[src/rtl/triggered_trace_ring_buffer_macros.svh]
// Assertion macros shared by the trace buffer modules.
// Each macro expands to one labeled concurrent assertion that is
// disabled while the synchronous reset is held.
`ifndef TRIGGERED_TRACE_RING_BUFFER_MACROS_SVH
`define TRIGGERED_TRACE_RING_BUFFER_MACROS_SVH

// Same-cycle implication.
`define TTRB_ASSERT_IMPL(label, clk, rst_n, ante, cons, msg) \
  label: assert property (@(posedge clk) disable iff (!rst_n) (ante) |-> (cons)) \
    else $error(msg);

// Next-cycle implication.
`define TTRB_ASSERT_NEXT(label, clk, rst_n, ante, cons, msg) \
  label: assert property (@(posedge clk) disable iff (!rst_n) (ante) |=> (cons)) \
    else $error(msg);

`endif

[src/rtl/ttrb_pkg.sv]
// ----------------------------------------------------------------------------
// ttrb_pkg: shared types and constants of the triggered trace ring buffer.
// Holds the payload structs, the mode, status and register codes, and the
// command and status structs between controller and datapath.
// ----------------------------------------------------------------------------
`default_nettype none

package ttrb_pkg;

  // Default sizes for the top-level parameters.
  localparam int unsigned ENTRIES_DEF  = 64;
  localparam int unsigned ARG_BITS_DEF = 32;

  // Configuration port widths.
  localparam int unsigned CFG_IDX_W  = 4;
  localparam int unsigned CFG_DATA_W = 32;

  // Live trace mode.
  typedef enum logic [1:0] {
    MODE_OFF      = 2'd0,
    MODE_CIRCULAR = 2'd1,
    MODE_TRIGGER  = 2'd2,
    MODE_CAPTURE  = 2'd3
  } mode_t;

  // Result status codes.
  typedef enum logic [2:0] {
    ST_STORED     = 3'd0,
    ST_NOT_STORED = 3'd1,
    ST_READ_ENTRY = 3'd2,
    ST_READ_EMPTY = 3'd3,
    ST_READ_REFUSED = 3'd4
  } status_t;

  // Configuration register indexes.
  typedef enum logic [CFG_IDX_W-1:0] {
    REG_LOG_MASK      = 4'd0,
    REG_MODE_REQUEST  = 4'd1,
    REG_TRIGGER_EVENT = 4'd2,
    REG_TRIGGER_MASK  = 4'd3,
    REG_TRIGGER_ARG0  = 4'd4,
    REG_TRIGGER_ARG1  = 4'd5,
    REG_TRIGGER_ARG2  = 4'd6,
    REG_TRIGGER_ARG3  = 4'd7
  } reg_idx_t;

  // Input item function codes.
  localparam logic FUNC_WRITE = 1'b0;
  localparam logic FUNC_READ  = 1'b1;

  // One input beat.
  typedef struct packed {
    logic               func;
    logic [15:0]        event_code;
    logic [2:0]         severity;
    logic [31:0]        stamp_seconds;
    logic signed [31:0] value0;
    logic signed [31:0] value1;
    logic signed [31:0] value2;
    logic signed [31:0] value3;
  } in_item_t;

  // One result beat.
  typedef struct packed {
    logic [2:0]         status;
    logic [31:0]        seq_number;
    logic [31:0]        entry_seconds;
    logic [15:0]        entry_code;
    logic [2:0]         entry_severity;
    logic signed [31:0] entry_arg0;
    logic signed [31:0] entry_arg1;
    logic signed [31:0] entry_arg2;
    logic signed [31:0] entry_arg3;
    logic [1:0]         mode_now;
  } out_item_t;

  // Controller state, one-hot.
  typedef enum logic [2:0] {
    S_IDLE  = 3'b001,
    S_EXEC  = 3'b010,
    S_RDATA = 3'b100
  } state_t;

  // Commands from controller to datapath.
  typedef struct packed {
    logic capture;   // latch the accepted input beat
    logic do_write;  // execute a write event and load its result
    logic rd_issue;  // read the ring at the cursor and advance it
    logic rd_empty;  // load an empty or refused read result
    logic rd_load;   // load the result of an issued read
  } ctrl_cmd_t;

  // Status from datapath to controller.
  typedef struct packed {
    logic is_write;  // held item is a write event
    logic rd_avail;  // mode is off and an unread entry exists
    logic out_free;  // result register can take a new beat
  } dp_status_t;

endpackage

`default_nettype wire

[src/rtl/ttrb_ctrl.sv]
// ----------------------------------------------------------------------------
// ttrb_ctrl: sequencer of the trace buffer.
// Accepts one input beat at a time, steps it through execution and, for
// reads, through the registered memory access.
// ----------------------------------------------------------------------------
`default_nettype none
`include "triggered_trace_ring_buffer_macros.svh"

module ttrb_ctrl (
  input  wire logic                clk,
  input  wire logic                rst_n,
  input  wire logic                in_valid,
  output logic                     in_stall,
  output logic                     cfg_ready,
  input  wire ttrb_pkg::dp_status_t sts,
  output ttrb_pkg::ctrl_cmd_t      cmd
);
  import ttrb_pkg::*;

  state_t state_r, state_nxt;
  logic   accept;

  // Input and configuration are taken only between items.
  assign in_stall  = (state_r != S_IDLE);
  assign cfg_ready = (state_r == S_IDLE);
  assign accept    = in_valid && !in_stall;

  // Next state and commands.
  always_comb begin
    state_nxt = state_r;
    cmd       = '0;
    unique case (state_r)
      S_IDLE: begin
        if (accept) begin
          cmd.capture = 1'b1;
          state_nxt   = S_EXEC;
        end
      end
      S_EXEC: begin
        if (sts.is_write) begin
          if (sts.out_free) begin
            cmd.do_write = 1'b1;
            state_nxt    = S_IDLE;
          end
        end else if (sts.rd_avail) begin
          cmd.rd_issue = 1'b1;
          state_nxt    = S_RDATA;
        end else if (sts.out_free) begin
          cmd.rd_empty = 1'b1;
          state_nxt    = S_IDLE;
        end
      end
      S_RDATA: begin
        if (sts.out_free) begin
          cmd.rd_load = 1'b1;
          state_nxt   = S_IDLE;
        end
      end
      default: begin
        state_nxt = S_IDLE;
      end
    endcase
  end

  // State register.
  always_ff @(posedge clk) begin
    if (!rst_n) begin
      state_r <= S_IDLE;
    end else begin
      state_r <= state_nxt;
    end
  end

  // An accepted beat always moves on to execution.
  `TTRB_ASSERT_NEXT(a_accept_exec, clk, rst_n, accept, state_r == S_EXEC, "accept not followed by exec")
  // Read data is waited for only after a read was issued.
  `TTRB_ASSERT_IMPL(a_rdata_origin, clk, rst_n, state_r == S_RDATA, $past(state_r) == S_EXEC || $past(state_r) == S_RDATA, "read data state entered without issue")

endmodule

`default_nettype wire

[config.mk]
export PLATFORM = sky130hd
export DESIGN_NAME = ttrb_ctrl
export DESIGN_NICKNAME = d
export VERILOG_FILES = /design/src/rtl/ttrb_pkg.sv /design/src/rtl/ttrb_ctrl.sv
export VERILOG_INCLUDE_DIRS = /design/src /design/src/rtl
export SDC_FILE = /design/constraint.sdc
export NUM_CORES = 1
export LEC_CHECK = 0
export BUFFER_PORTS_ARGS = -buffer_cell sky130_fd_sc_hd__buf_4
export CORE_AREA = 2 2 39 41
export DETAILED_ROUTE_END_ITERATION = 8
export DIE_AREA = 0 0 41 43
export SETUP_SLACK_MARGIN = 0.4
export SYNTH_ARGS = -nofsm -noshare
export SYNTH_HDL_FRONTEND = slang
export SYNTH_SLANG_ARGS = --single-unit
export TNS_END_PERCENT = 50
[constraint.sdc]
create_clock -name clk -period 2.4 [get_ports clk]
set_input_delay 0.12 -clock clk [delete_from_list [all_inputs] [get_ports clk]]
set_output_delay 0.12 -clock clk [all_outputs]
set_load 0.03 [all_outputs]
Yosys cells after proc, flatten, opt, wreduce, memory -nomap -nowiden:

Cells that the tools add are included.

* register bits: 3
* logic and storage cells: 22

* eq/ne operators: 5
* multiplexer cells: 14
* reduce and logical (&&, ||, !) cells: 2

Operators by type and width (count)
* 2-to-1 mux 3 bit: 5
* case mux 3 bit (3 select lines): 1
* 2-to-1 mux 1 bit: 7
* == test 3 x 1 -> 1 bit, second input constant: 1
* == test 3 x 2 -> 1 bit, second input constant: 1
* == test 3 bit, second input constant: 1
* inequality test 3 x 1 -> 1 bit, second input constant: 1
* 2-to-1 mux 2 bit: 1
* inequality test 2 x 1 -> 1 bit, second input constant: 1
* logical AND 1 bit: 1
* zero test 1 bit: 1

Depth between registers and ports, before layout:

* depth after elaboration: 5
* mapped depth: 3
* gate-level depth less buffers: 3

Least setup slack after synthesis:

Ideal clock, no wire load.

* path type: register to output
* from: register state_r[0]
* to: output in_stall
* stages on the path, launching flop included: 3
* path buffers: 0
* slack: 0.684 ns
* data required time: 2.280 ns
* arrival time: 1.596 ns
* path through: dfxtp_1 -> nor3b_1 -> inv_1

* longest elaborated chain between the ends: 1

Ends and longest elaborated chain
* start, declared: line ttrb_ctrl.sv:20 `state_t state_r, state_nxt;`
* start signal, assigned: line ttrb_ctrl.sv:70 `state_r <= state_nxt;`
* inequality test 3 x 1 -> 1 bit: line ttrb_ctrl.sv:24 `assign in_stall = (state_r != S_IDLE);`
* end, declared: line ttrb_ctrl.sv:13 `output logic in_stall,`

No other way between the ends.

==> results.yml <==
status:
  outcome: "finished, final reports clean"
cts:
  cts.clk_slew.worst_paths_ns: 0.03
  cts_buffer_depth: 2
  ctsRootBufferMaster: "clkbuf_4"
  post-cts-setup-buffer-count: 0
  cts_tree: "built"
  cts_resized: 0
  clkLatencyLatePin_ns: 0.23
  cts_inserted_buffers: 3
  cts_hold_buffers: 0
  clock-sinks: 3
  htreeDepth: 1
global_route:
  grt_pass1_vias: 263
  grt_pass1_wl_mm: 1.03
  grt.overflow.total: 0
  grt_max_degree: 9
  antenna_found_initial: 0
  track_usage: 0.0872
cells_and_area:
  nFillCells: 166
  largest_reg_flops: 3
  antennaDiodeCount: 0
  drive_above_1_share: 0.409
  utilization: 0.269
  finalInstanceArea_um2: 372
  final_cell_mix: "12 x buf_4, 3 x nand2b_1, 3 x clkbuf_4, 3 x dfxtp_1"
  area_delta_synth_final_pct: 58.0
  final_cell_count_no_fill: 60
  final_nets: 51
  top_regs: "state_r: 3 flops"
  final_common_cell: "buf_4"
  seqCellArea_um2: 60.1
  regMostFlops: "state_r"
  multi_input_area_um2: 171
yosys:
  synth_area_leaders: "dfxtp_1 26%, nand2b_1 8.0%, and4bb_4 6.9%, nor3b_1 6.4%, nor3b_2 5.3%"
  synth_area_per_cell_um2: 8.40
  yosysUniqueCellTypes: 21
  ys_ff_latch: 3
  ys_seq_area_frac: 0.255
  synth_warnings: 0
  synth_top_area_frac: 0.255
  syn_nets: 34
  syn_inst: 28
  yosysTopAreaCell: "dfxtp_1"
  syn_area_um2: 235
critical_path:
  worst-endpoint-required_ns: 2.28
  critPathLaunch: "state_r[1]"
  critical_path.max_fanout: 8
  path_class: "reg2out"
  arrival_ns: 1.37
  cp-end-kind: "primary output"
  start_kind: "flop"
  crit-reg2reg-launch: "state_r[2]"
sta:
  slew_violations: 0
  setup_tns_ns: 0
  slew_headroom: 0.813
  final-setup-viol-count: 0
  period_minus_slack_ns: 1.49
  fin_skew_ns: 0.00303
  rsz0062_at_grt: "no"
  finalCritPeriodShare: 0.622
  max_clock_freq_mhz: 670
  finalHoldViolCount: 0
  worst_pin_slew_ns: 0.280
  holdWs_ns: 0.153
  setup_slack_ns: 0.908
power_and_ir_drop:
  p_total_mw: 0.192
  vdd_drop_max_mv: 0.0957
  p_leak_nw: 0.159
  power.density_nw_per_um2: 518
floorplan:
  dieHeight_um: 43
  die_w_um: 41
  core-area_um2: 1380
  io_pins: 13
  num_rows: 14
  fp.dieArea_um2: 1760
  start_util: 0.170
drt:
  avgRoutedWirePerCell_um: 9.75
  drc: 0
  detail_route.iter0.violations: 0
  wl_um: 585
  via_per_inst: 4.22
  ant_nets: 0
  dr.pass1.iters: 1
  num_vias: 253
worst_hold_path:
  worstHoldPathType: "in2reg"
  hold_path_startpoint: "rst_n"
place:
  gp_congestion: 0.692
  io_buffers: 12
  place_ws_ns: 1.13
  post_dp_cell_area_um2: 345
  dp_cells: 56
job:
  cap_violations: 0
-- routing by layer --
layer	wire length, um	up-vias	track usage
met5	0	-	0
met4	0	0	0.0800
met3	44	0	0.0157
met2	278	10	0.113
met1	263	110	0.115
li1	-	133	-
-- final cells by class --
class                      instances  share of cell area
tap                               16              0.0539
multi-input combinational         24               0.461
clock buffer                       4              0.0707
inverter                           1              0.0101
sequential                         3               0.162
timing repair buffer              12               0.242
-- power by group --
group          internal, mW  switching (mW)
registers            0.0527         0.00482
clock network        0.0623          0.0254
logic                0.0229          0.0244
total                 0.138          0.0546
-- worst max-delay path, cell delays in order (launching register included) --
cell     delay, ns
dfxtp_1       0.42
nor3b_2       0.31
nand2_1       0.09
nor3_1        0.14
buf_4         0.19
-- synth_stat cells, drive strengths merged --
master,count
and3,1
o21bai,1
nand3,1
or2b,1
a21oi,1
nand2,1
nor2b,1
nand2b,3
nor3b,3
a21boi,1
a2bb2oi,1
nor3,2
dfxtp,3
o31ai,1
and2,1
and4bb,1
nand3b,1
inv,1
and2b,1
nor2,2
-- path summary, 6_finish.rpt --
| kind | end | slack [ns] | depth (start not counted) |
|---|---|---|---|
| max | cmd[1] | 0.91 | 4 |
| min | state_r[1] | 0.15 | 3 |
| max reg2reg | state_r[0] | 1.23 | 3 |
| min reg2reg | state_r[1] | 0.56 | 2 |
-- kinds of logic (layout without fill, tap and decap cells) --
family / after synthesis / count (layout) / share of synthesized area
AND/OR/NAND/NOR: 19 / 19 / 0.553
buffers and inverters: 1 / 17 / 0.0159
flip-flops: 3 / 3 / 0.255
AO/OA/AOI/OAI: 5 / 5 / 0.176
No activity file was read; power rests on OpenSTA's default activity.
